==> src/hsbp_pkg.sv <==
`timescale 1ns / 1ps

package hsbp_pkg;

  localparam int ACT_W      = 3;
  localparam int IDX_W      = 9;
  localparam int LEN_W      = 5;
  localparam int CODE_W     = 16;
  localparam int POS_W      = 13;
  localparam int ENTRY_W    = LEN_W + CODE_W;
  localparam int LEN_MAX    = 16;
  localparam int TAIL_BASE  = 17;
  localparam int CHUNK_W    = 2 * CODE_W;
  localparam int CHUNK_N_W  = 6;
  localparam int ACC_W      = CHUNK_W + 7;
  localparam int Q_DEPTH    = 2;
  localparam int LIMIT_W    = 32;

  typedef enum logic [ACT_W-1:0] {
    ACT_LOAD_LIT = 3'd0,
    ACT_LOAD_POS = 3'd1,
    ACT_EMIT_LIT = 3'd2,
    ACT_EMIT_POS = 3'd3,
    ACT_EMIT_RAW = 3'd4
  } action_e;

  // bit string headed for the packer, right aligned
  typedef struct packed {
    logic [CHUNK_N_W-1:0] n;
    logic [CHUNK_W-1:0]   x;
  } chunk_t;

  function automatic logic [LEN_W-1:0] sat_len(logic [LEN_W-1:0] n);
    return (n > LEN_W'(LEN_MAX)) ? LEN_W'(LEN_MAX) : n;
  endfunction

  function automatic logic [CODE_W-1:0] len_mask(logic [LEN_W-1:0] n);
    logic [CODE_W:0] one_hot;
    one_hot = (CODE_W + 1)'(1) << n;
    return (n >= LEN_W'(LEN_MAX)) ? '1 : CODE_W'(one_hot - (CODE_W + 1)'(1));
  endfunction

endpackage

==> src/hsbp_queue.sv <==
`timescale 1ns / 1ps

module hsbp_queue
  import hsbp_pkg::*;
(
  input  logic   clk_i,
  input  logic   rst_ni,
  input  logic   push_valid_i,
  input  chunk_t push_data_i,
  output logic   push_ready_o,
  output logic   pop_valid_o,
  output chunk_t pop_data_o,
  input  logic   pop_ready_i
);

  localparam int PtrW = $clog2(Q_DEPTH);
  localparam int CntW = $clog2(Q_DEPTH + 1);

  chunk_t            slots_q [Q_DEPTH];
  logic [PtrW-1:0]   wr_ptr_q, rd_ptr_q;
  logic [CntW-1:0]   count_q, count_d;
  logic              do_push, do_pop;

  assign push_ready_o = count_q != CntW'(Q_DEPTH);
  assign pop_valid_o  = count_q != '0;
  assign pop_data_o   = slots_q[rd_ptr_q];
  assign do_push      = push_valid_i && push_ready_o;
  assign do_pop       = pop_valid_o && pop_ready_i;

  always_comb begin
    count_d = count_q;
    case ({do_push, do_pop})
      2'b10:   count_d = count_q + CntW'(1);
      2'b01:   count_d = count_q - CntW'(1);
      default: count_d = count_q;
    endcase
  end

  always_ff @(posedge clk_i or negedge rst_ni) begin
    if (!rst_ni) begin
      wr_ptr_q <= '0;
      rd_ptr_q <= '0;
      count_q  <= '0;
    end else begin
      count_q <= count_d;
      if (do_push) begin
        wr_ptr_q <= wr_ptr_q + PtrW'(1);
      end
      if (do_pop) begin
        rd_ptr_q <= rd_ptr_q + PtrW'(1);
      end
    end
  end

  always_ff @(posedge clk_i) begin
    if (do_push) begin
      slots_q[wr_ptr_q] <= push_data_i;
    end
  end

endmodule

==> config.mk <==
export PLATFORM = sky130hd
export DESIGN_NAME = hsbp_queue
export DESIGN_NICKNAME = d
export VERILOG_FILES = /design/src/hsbp_pkg.sv /design/src/hsbp_queue.sv
export SDC_FILE = /design/constraint.sdc
export NUM_CORES = 1
export LEC_CHECK = 0
export CAP_MARGIN = 20
export CORE_UTILIZATION = 60
export DETAILED_ROUTE_END_ITERATION = 8
export DONT_BUFFER_PORTS = 1
export PLACE_DENSITY = 0.81
export SYNTH_ARGS = -nofsm -noshare
export SYNTH_HDL_FRONTEND = slang
export SYNTH_SLANG_ARGS = --single-unit
==> constraint.sdc <==
create_clock -name clk_i -period 3.55 [get_ports clk_i]
set_clock_uncertainty 0.1 [all_clocks]
set_input_delay 0.71 -clock clk_i [delete_from_list [all_inputs] [get_ports clk_i]]
set_output_delay 0.71 -clock clk_i [all_outputs]
set_load 0.05 [all_outputs]
==> impl_summary.log <==
[metrics] status: finished, final reports clean
[metrics] nets@finish: 187
[metrics] number of warnings reported in the yosys synthesis log: 0
[metrics] combined area of all synthesized cells: 2980 um^2
[metrics] first-pass GRT wire length: 6440 um
[metrics] IO buf count: 0
[metrics] Synth Flop Type: edfxtp_1
[metrics] row count: 25
[metrics] maximum number of pins on one net before global-route repair: 40
[metrics] full die area: about 5300 um^2
[metrics] sequential-to-total area share from yosys stat: between 70% and 80%
[metrics] initial antenna violation count: 0
[metrics] launching element of the worst setup path: rd_ptr_q
[metrics] Post-DP HPWL: 2870 um
[metrics] most frequent cells after synthesis: 76 x edfxtp_1, 28 x mux2_2, 10 x mux2_4
[metrics] count of flip-flops with a built-in enable after synthesis: 76
[metrics] detailed-route vias per instance: 5.55
[metrics] worst reg2reg startpoint: count_q[0]
[metrics] clock tree from TritonCTS: yes
[metrics] top post-synthesis cells by area: edfxtp_1 76%, mux2_2 11%, mux2_4 5.0%, dfrtp_1 3.4%, xnor2_1 0.88%
[metrics] post-detailed-route wirelength per cell: 20.1 um
[metrics] number of unique standard cell types used by synthesis: 16
[metrics] met3 Track Usage GR: about a tenth
[metrics] number of endpoints failing setup at the final stage: 0
[metrics] final critical-path share of the clock period: 76.3%
[metrics] Layout fillers: 306
[metrics] minimum period implied by the final worst setup slack: 2710 ps
[metrics] crit start category: register
[metrics] number of nets with antenna violations after detailed routing: 0
[metrics] die span in x: 72.5 um
[metrics] number of synthesized register bits: 80
[metrics] number of buffers added by the clock tree synthesis step: 9
[metrics] buffers inserted by post-CTS timing repair: 0
[metrics] post-placement setup slack: 1050 ps
[metrics] setup slack of the critical path after layout: 842 ps
[metrics] effective utilization at floorplan: 62.8%
[metrics] Min-Delay Path Class: primary input to register
[metrics] total wirelength of the detailed-routed design: 4340 um
[metrics] CP max FO: 39
[metrics] area share of the largest cell type after synthesis: 76.5%
[metrics] share of async-settable or async-resettable flops after synthesis: 5.00%
[metrics] floorplan core area: 4750 um^2
[metrics] layout cell share with drive strength beyond 1: 38.3%
[metrics] endpoint type of the worst setup path: primary output
[metrics] most frequent cell after synthesis: edfxtp_1
[metrics] CP Buf/Inv Count: 0
[metrics] Final Max Slew Viols: 0
[metrics] endpoint arrival time on the critical path: 1900 ps
[metrics] number of design-rule violations left by the first detailed-router iteration: 42
[metrics] number of H-tree levels: 3
[metrics] final worst hold slack: 351 ps
[metrics] most area-hungry cell type in the Yosys netlist: edfxtp_1
[metrics] number of global-route vias before repair: around 1300
[metrics] gate count of the mapped netlist: 135
[metrics] global routing usage on met1: 18.6%
[metrics] Worst EP required: 2740 ps
[metrics] number of vias after detailed routing: 1199
[metrics] CP cell instances: mux2_2
[metrics] number of clock sinks seen by CTS: 80
[metrics] met2 Resource Use GR: 29.6%
[metrics] worst max-slew margin expressed relative to the limit: 37.4%
[metrics] type of the worst setup path: register to primary output
[metrics] CP peak stage delay: around 990 ps
[metrics] Initial DRT Pass Iterations: 4
[metrics] Clock transition at path regs: 90 ps
[metrics] gr busiest metal: met2
[metrics] kind of cell adding the most delay to the critical path: flip-flops
[metrics] routability congestion estimate: 0.634
[metrics] number of I/O pins: 82
[metrics] number of hold violations in the final report: 0
[metrics] Clock Tree Buf Depth: 2
[metrics] total negative slack: 0 ps
[metrics] chip height: 72.5 um
[metrics] Antenna Diode Count: 0
[metrics] clock latency reported for the late side of the worst-skew pair: between 300 and 400 ps
[metrics] Residual DRC: 0
[metrics] clk root buf: clkbuf_8
[metrics] gr usage total: ~18%
[metrics] area grow syn2layout: 8.89%
[metrics] average cell area after synthesis: 22.1 um^2
[metrics] Mapped Nets: roughly 180
[metrics] max-cap violation count: 0
[metrics] library cell contributing the largest single delay on the critical path: dfrtp_2
[metrics] hold path start: push_data_i[35]
[metrics] Least-Margin Pin Slew: ~940 ps
[metrics] Achievable Freq: ~370 MHz
[metrics] grt total ovfl: 0
[metrics] setup repair after global routing missed its margin: false
==> repair_timing <==
action	in CTS	in global routing
hold buffers	1	0
gates resized for setup	0	0
hold endpoints to repair	4	0
==> per-stage QoR <==
step / instances / utilization (%) / area [um^2]
final: 216 / 68.3 / 3250
after global routing: 216 / 68.3 / 3250
after CTS: 216 / 68.3 / 3250
after detailed placement: 199 / 64.0 / 3040
after global placement: 199 / 64.0 / 3040
after floorplan: 135 / - / 2980
==> per-layer routing <==
layer	vias to the layer above	wire, um	part of all wire (%)
met4	0	54	1.2
met3	6	429	9.9
met5	-	0	0
met1	589	1640	38
met2	62	2210	51
li1	542	-	-
==> layout make-up <==
type                    instances  area [um^2]  share of cell area [%]
flip-flops and latches         80         2380                    73.4
clock buffers                   9          124                    3.81
well taps                      67         83.8                    2.58
multi-input cells              51          569                    17.5
repair buffers                  2         17.5                   0.539
clock inverters                 7         71.3                    2.19
==> flip-flops by register name, summed over array words and instances, names as in the netlist <==
register  count
slots_q      76
count_q       2
wr_ptr_q      1
rd_ptr_q      1
==> path summary, 6_finish.rpt <==
path	to	slack [ps]	depth (start not counted)
max	pop_data_o[30]	840	1
min	slots_q[1][35]	350	0
max reg2reg	slots_q[0][12]	1080	4
min reg2reg	count_q[1]	410	1
max in group asynchronous	rd_ptr_q	2630	1
min in group asynchronous	count_q[1]	530	1
==> cell usage in the layout, fill, tap and decap left out, drive strengths merged <==
cell	count
inv	1
and3	1
bufinv	1
mux2	38
nand2	1
xor2	2
dfrtp	4
and2	1
buf	1
clkbuf	9
clkinv	4
dlygate4sd3	1
nand2b	1
nor2	2
ha	1
edfxtp	76
clkinvlp	1
or2	1
xnor2	3
==> logic make-up after synthesis <==
| group | after synthesis | synth area share [%] |
|---|---|---|
| adder cells (fa/ha/maj) | 1 | 0.419 |
| flip-flops | 80 | 79.8 |
| AND/OR/NAND/NOR | 7 | 1.30 |
| XOR/XNOR | 5 | 1.47 |
| buffers and inverters | 4 | 1.38 |
| multiplexers | 38 | 15.6 |
Power is left out: the tool's default activity adds up to more than one toggle a clock period on the data nets, which glitch-free logic cannot reach.
