`config.mk`:
```
export PLATFORM = sky130hd
export DESIGN_NAME = hsbp_back_flat
export DESIGN_NICKNAME = d
export VERILOG_FILES = /design/src/hsbp_pkg.sv /design/src/hsbp_if.sv /design/src/hsbp_back.sv /design/src/flat_wrapper.sv
export SDC_FILE = /design/constraint.sdc
export NUM_CORES = 1
export LEC_CHECK = 0
export ABC_AREA = 1
export CORE_MARGIN = 4
export CORE_UTILIZATION = 45
export DETAILED_ROUTE_END_ITERATION = 7
export DONT_BUFFER_PORTS = 1
export GPL_ROUTABILITY_DRIVEN = 0
export PLACE_DENSITY_LB_ADDON = 0.05
export SLEW_MARGIN = 0
export SYNTH_ARGS = -nofsm -noshare
export SYNTH_HDL_FRONTEND = slang
export SYNTH_SLANG_ARGS = --single-unit
```
`constraint.sdc`:
```
create_clock -name clk_i -period 2.5 [get_ports clk_i]
set_clock_uncertainty 0.05 [all_clocks]
set_input_delay 0.5 -clock clk_i [delete_from_list [all_inputs] [get_ports clk_i]]
set_output_delay 0.5 -clock clk_i [all_outputs]
set_load 0.02 [all_outputs]
```
`src/hsbp_pkg.sv`:
```
`timescale 1ns / 1ps

package hsbp_pkg;

  localparam int ACT_W      = 3;
  localparam int IDX_W      = 9;
  localparam int LEN_W      = 5;
  localparam int CODE_W     = 16;
  localparam int POS_W      = 13;
  localparam int ENTRY_W    = LEN_W + CODE_W;
  localparam int LEN_MAX    = 16;
  localparam int TAIL_BASE  = 17;
  localparam int CHUNK_W    = 2 * CODE_W;
  localparam int CHUNK_N_W  = 6;
  localparam int ACC_W      = CHUNK_W + 7;
  localparam int Q_DEPTH    = 2;
  localparam int LIMIT_W    = 32;

  typedef enum logic [ACT_W-1:0] {
    ACT_LOAD_LIT = 3'd0,
    ACT_LOAD_POS = 3'd1,
    ACT_EMIT_LIT = 3'd2,
    ACT_EMIT_POS = 3'd3,
    ACT_EMIT_RAW = 3'd4
  } action_e;

  // bit string headed for the packer, right aligned
  typedef struct packed {
    logic [CHUNK_N_W-1:0] n;
    logic [CHUNK_W-1:0]   x;
  } chunk_t;

  function automatic logic [LEN_W-1:0] sat_len(logic [LEN_W-1:0] n);
    return (n > LEN_W'(LEN_MAX)) ? LEN_W'(LEN_MAX) : n;
  endfunction

  function automatic logic [CODE_W-1:0] len_mask(logic [LEN_W-1:0] n);
    logic [CODE_W:0] one_hot;
    one_hot = (CODE_W + 1)'(1) << n;
    return (n >= LEN_W'(LEN_MAX)) ? '1 : CODE_W'(one_hot - (CODE_W + 1)'(1));
  endfunction

endpackage

```
`src/hsbp_if.sv`:
```


interface hsbp_out_if;
  logic       valid;
  logic       ready;
  logic [7:0] out_byte;
  logic       byte_valid;
  logic       unpackable;
  logic       last;

  modport source (output valid, out_byte, byte_valid, unpackable, last, input ready);
  modport sink   (input valid, out_byte, byte_valid, unpackable, last, output ready);
endinterface

```
`src/hsbp_back.sv`:
```
`timescale 1ns / 1ps

module hsbp_back
  import hsbp_pkg::*;
(
  input  logic               clk_i,
  input  logic               rst_ni,
  input  logic               cfg_we_i,
  input  logic [LIMIT_W-1:0] cfg_wdata_i,
  input  logic               pop_valid_i,
  input  chunk_t             pop_data_i,
  output logic               pop_ready_o,
  hsbp_out_if.source         out_o
);

  logic [ACC_W-1:0]     acc_q, acc_d;
  logic [CHUNK_N_W-1:0] nbits_q, nbits_d, rem;
  logic [LIMIT_W-1:0]   limit_q, count_q;
  logic                 ovf_q, ovf_d;
  logic                 ovalid_q, obyte_valid_q, ounpack_q, olast_q;
  logic [7:0]           obyte_q, cur_byte;
  logic                 slot_free, emit, take, room;
  logic [6:0]           held;

  assign slot_free   = !ovalid_q || out_o.ready;
  assign emit        = (nbits_q >= CHUNK_N_W'(8)) && slot_free;
  assign rem         = emit ? nbits_q - CHUNK_N_W'(8) : nbits_q;
  assign pop_ready_o = rem < CHUNK_N_W'(8);
  assign take        = pop_valid_i && pop_ready_o;
  assign cur_byte    = 8'(acc_q >> (nbits_q - CHUNK_N_W'(8)));
  assign held        = acc_q[6:0] & 7'((8'd1 << rem[2:0]) - 8'd1);
  assign room        = count_q < limit_q;

  always_comb begin
    acc_d   = acc_q;
    nbits_d = rem;
    if (take) begin
      acc_d   = (ACC_W'(held) << pop_data_i.n) | ACC_W'(pop_data_i.x);
      nbits_d = rem + pop_data_i.n;
    end
    ovf_d = ovf_q || (emit && !room);
  end

  always_ff @(posedge clk_i or negedge rst_ni) begin
    if (!rst_ni) begin
      nbits_q  <= '0;
      acc_q    <= '0;
      limit_q  <= '1;
      count_q  <= '0;
      ovf_q    <= 1'b0;
      ovalid_q <= 1'b0;
    end else begin
      nbits_q <= nbits_d;
      acc_q   <= acc_d;
      ovf_q   <= ovf_d;
      if (cfg_we_i) begin
        limit_q <= cfg_wdata_i;
      end
      if (emit && room) begin
        count_q <= count_q + LIMIT_W'(1);
      end
      if (slot_free) begin
        ovalid_q <= emit;
      end
    end
  end

  always_ff @(posedge clk_i) begin
    if (emit) begin
      obyte_q       <= room ? cur_byte : 8'd0;
      obyte_valid_q <= room;
      ounpack_q     <= ovf_d;
      olast_q       <= rem < CHUNK_N_W'(8);
    end
  end

  assign out_o.valid      = ovalid_q;
  assign out_o.out_byte   = obyte_q;
  assign out_o.byte_valid = obyte_valid_q;
  assign out_o.unpackable = ounpack_q;
  assign out_o.last       = olast_q;

endmodule

```
`src/flat_wrapper.sv`:
```
// flat-port wrapper written by rule: the top's interface ports become plain ports
module hsbp_back_flat import hsbp_pkg::*;
  (clk_i, rst_ni, cfg_we_i, cfg_wdata_i, pop_valid_i, pop_data_i, pop_ready_o, out_o_valid, out_o_out_byte, out_o_byte_valid, out_o_unpackable, out_o_last, out_o_ready);
  hsbp_out_if out_o_i ();
  input  logic clk_i;
  input  logic rst_ni;
  input  logic cfg_we_i;
  input  logic [LIMIT_W-1:0] cfg_wdata_i;
  input  logic pop_valid_i;
  input  chunk_t pop_data_i;
  output logic pop_ready_o;
  output wire logic [$bits(out_o_i.valid)-1:0] out_o_valid;
  output wire logic [$bits(out_o_i.out_byte)-1:0] out_o_out_byte;
  output wire logic [$bits(out_o_i.byte_valid)-1:0] out_o_byte_valid;
  output wire logic [$bits(out_o_i.unpackable)-1:0] out_o_unpackable;
  output wire logic [$bits(out_o_i.last)-1:0] out_o_last;
  input wire logic [$bits(out_o_i.ready)-1:0] out_o_ready;
  assign out_o_valid = out_o_i.valid;
  assign out_o_out_byte = out_o_i.out_byte;
  assign out_o_byte_valid = out_o_i.byte_valid;
  assign out_o_unpackable = out_o_i.unpackable;
  assign out_o_last = out_o_i.last;
  assign out_o_i.ready = out_o_ready;
  hsbp_back u_core (.clk_i(clk_i), .rst_ni(rst_ni), .cfg_we_i(cfg_we_i), .cfg_wdata_i(cfg_wdata_i), .pop_valid_i(pop_valid_i), .pop_data_i(pop_data_i), .pop_ready_o(pop_ready_o), .out_o(out_o_i));
endmodule
```
==> impl_metrics.env <==
export IMPL_status="complete, but fails checks"
export IMPL_violations="hold timing"
export IMPL_dr_wl_met2_mm=10.6
export IMPL_path_delay_family="flip-flops"
export IMPL_seq_area_frac_synth=0.347
export IMPL_async_flop_share=0.910
export IMPL_maxCapViolations=0
export IMPL_finalPower_mw=11.8
export IMPL_final_area_um2=10100
export IMPL_place_area_um2=9420
export IMPL_grt_pass1_vias=8041
export IMPL_synth_most_common_cell="nand2_1"
export IMPL_max_slew_margin_rel=0.671
export IMPL_wl_mm=26.7
export IMPL_peakVddDrop_mv=0.512
export IMPL_m1WireLength_mm=14.0
export IMPL_setup_worst_path_class="flop to output pin"
export IMPL_synth_edf_count=11
export IMPL_wl_met3_mm=1.91
export IMPL_start_util=0.461
export IMPL_end_kind="output pin"
export IMPL_ys_warn_count=0
export IMPL_tightest_slew_ps=493
export IMPL_worstHoldPathType="input port to async pin"
export IMPL_setup_viol=0
export IMPL_drcViolationCount=0
export IMPL_finalCritPeriodShare=0.940
export IMPL_syn_inst=1352
export IMPL_detail_route_antenna_nets=0
export IMPL_antenna_found_initial=1
export IMPL_fp_dieH_um=150
export IMPL_max_stage_delay_ps=390
export IMPL_routedWlPerCell_um=16.4
export IMPL_grt_pass1_wl_mm=43.3
export IMPL_crit_top_cell="inv_2"
export IMPL_cts_tree="done"
export IMPL_leakagePower_nw=4.90
export IMPL_cp_data_arrival_time_ps=1800
export IMPL_io_pins=88
export IMPL_pwr_density_cell_nw_per_um2=1180
export IMPL_synth_area_leader_cell="dfrtp_1"
export IMPL_path_buf_inv=3
export IMPL_grt_max_degree=112
export IMPL_ys_top_cells_by_area="dfrtp_1 (22%), nand2_1 (19%), nand3_1 (10%)"
export IMPL_root_buffer="clkbuf_16"
export IMPL_drive_gt1_frac=0.109
export IMPL_synth_top_flop_cell="dfrtp_1"
export IMPL_avgViaCountPerCell=5.43
export IMPL_path_cells="inv_2 > ha_1 > xor2_1 > inv_2 > o21ai_4 > nor2_4 > nand2_1 > inv_2"
export IMPL_fp_dieArea_um2=22500
export IMPL_yosys_top_cells_count="nand2_1 (457), nand3_1 (183), nor2_1 (113), inv_1 (93), dfrtp_1 (79)"
export IMPL_top_layer_used="met5"
export IMPL_cts_made_buffers=17
export IMPL_cts_max_path_buffers=2
export IMPL_yosysTopAreaCellShare=0.218
export IMPL_period_minus_slack_ps=2350
export IMPL_grt_usage=0.243
export IMPL_hold_viol_final=111
export IMPL_insertion_delay_ps=420
export IMPL_vias=8832
export IMPL_dp_cells=1592
export IMPL_grt_overflow=0
export IMPL_cp_max_fo=6
export IMPL_diodes=0
export IMPL_max_freq_mhz=425
export IMPL_layout_nets=1462
export IMPL_ys_ff_latch=122
export IMPL_row_count=51
export IMPL_fp_coreArea_um2=19700
export IMPL_synth_area_per_cell_um2=6.70
export IMPL_dp_hpwl_mm=19.8
export IMPL_tns_ps=0
export IMPL_area_growth_pct=11.0
export IMPL_synth_nets=1466
export IMPL_required_ps=1950
export IMPL_multiInputGateArea_um2=5260
export IMPL_synth_cell_types=44
export IMPL_io_buffers=0
export IMPL_cp_slowest_cell="dfrtp_1"
export IMPL_final_cells=1626
export IMPL_cts_clk_slew_worst_paths_ps=60
export IMPL_htreeDepth=4
export IMPL_regArea_um2=3150
export IMPL_drtIter0Drc=712
export IMPL_holdWs_ps=-278
export IMPL_n_fill_cell=2088
export IMPL_startpoint_type="flop"
export IMPL_drv_slew=0
export IMPL_synthesis_area_um2=9060
export IMPL_first_pass_iters=5
export IMPL_cts_sinks=122
export IMPL_die_w_um=150
path summary, 6_finish.rpt:
path	depth (start not counted)	to	slack [ps]	from
max	8	pop_ready_o	150	u_core.nbits_q[3]$_DFF_PN0_
max reg2reg	10	u_core.out_o.out_byte[1]$_SDFFCE_PP0N_	150	u_core.limit_q[29]$_DFFE_PN1P_
max in group asynchronous	0	u_core.limit_q[28]$_DFFE_PN1P_	2410	rst_ni
min reg2reg	2	u_core.ovf_q$_DFF_PN0_	420	u_core.ovf_q$_DFF_PN0_
min	0	u_core.acc_q[28]$_DFFE_PN0P_	-280	rst_ni
min in group clk_i	1	u_core.limit_q[29]$_DFFE_PN1P_	100	cfg_we_i
flip-flops by register name, indices dropped and copies added (netlist names):
name and cells:
u_core.acc_q 39, u_core.count_q 32, u_core.limit_q 32, u_core.nbits_q 6, u_core.out_o.byte_valid 1, u_core.out_o.last 1
u_core.out_o.out_byte 8, u_core.out_o.unpackable 1, u_core.out_o.valid 1, u_core.ovf_q 1
repair_timing:
action,4_1_cts,5_1_grt
buffers inserted,1,1
setup endpoints to repair,1,43
endpoints found under the hold margin,111,111
gates cloned,0,0
pin swaps,1,0
resized for setup,1,3
metrics by stage:
stage,utilization,setup slack (ps)
after floorplan,-,281
after global placement,0.479,190
after detailed placement,0.479,119
after CTS,0.511,14.9
after global routing,0.512,-12.5
final,0.512,149
per-layer routing:
metal | track usage | up-vias
li1 | - | 4469
met2 | 0.329 | 318
met1 | 0.399 | 4023
met3 | 0.0469 | 20
met5 | 0 | -
met4 | 0.0407 | 2
worst reg2reg max path, stage by stage, from the launching register on:
cell,delay [ps]
dfstp_2,510
inv_1,40
ha_1,280
nand2_1,50
nor2_1,140
nand4_1,150
nor4_2,330
nand2_1,190
nand2_1,150
buf_12,140
a21oi_1,50
area by class of cell:
type,count,share of cell area
Sequential cell,122,0.313
Timing Repair Buffer,43,0.0333
Multi-Input combinational cell,1062,0.522
Tap cell,265,0.0330
Clock inverter,12,0.0126
Inverter,102,0.0381
Clock buffer,20,0.0476
cells in the final DEF, fill, tap and decap left out, types with 3 or more instances in the layout:
cell type and instances:
a32oi_1 3, nor2_2 12, o21ai_0 60, o21ai_1 5, nor3_1 14, clkinv_4 4, clkbuf_16 19, nand2_1 457
a21oi_1 52, dfrtp_1 79, buf_4 42, xnor2_1 7, or2_2 3, edfxtp_1 11, nand3_1 183, a21oi_2 9
nand3b_1 12, xor2_1 13, inv_6 3, nor2_1 112, ha_1 38, dfstp_2 32, inv_1 92, inv_2 9
nand4_1 60
report_power, final:
part           switching [mW]  leakage, nW  internal (mW)
Combinational            3.89         3.18           2.05
Sequential              0.725         1.42           2.66
Clock                    1.01        0.296           1.51
Total                    5.62         4.90           6.22
cells by family (layout without fill, tap and decap cells):
kind of cell             Yosys count  after routing  synth area share
multiplexers                       1              1           0.00124
AND/OR/NAND/NOR                  862            862             0.415
adder cells (fa/ha/maj)           39             39            0.0547
buffers and inverters            168            177            0.0763
XOR/XNOR                          20             20            0.0193
flip-flops                       122            122             0.347
AO/OA/AOI/OAI                    140            140            0.0859
No activity file was read; power rests on OpenSTA's default activity.
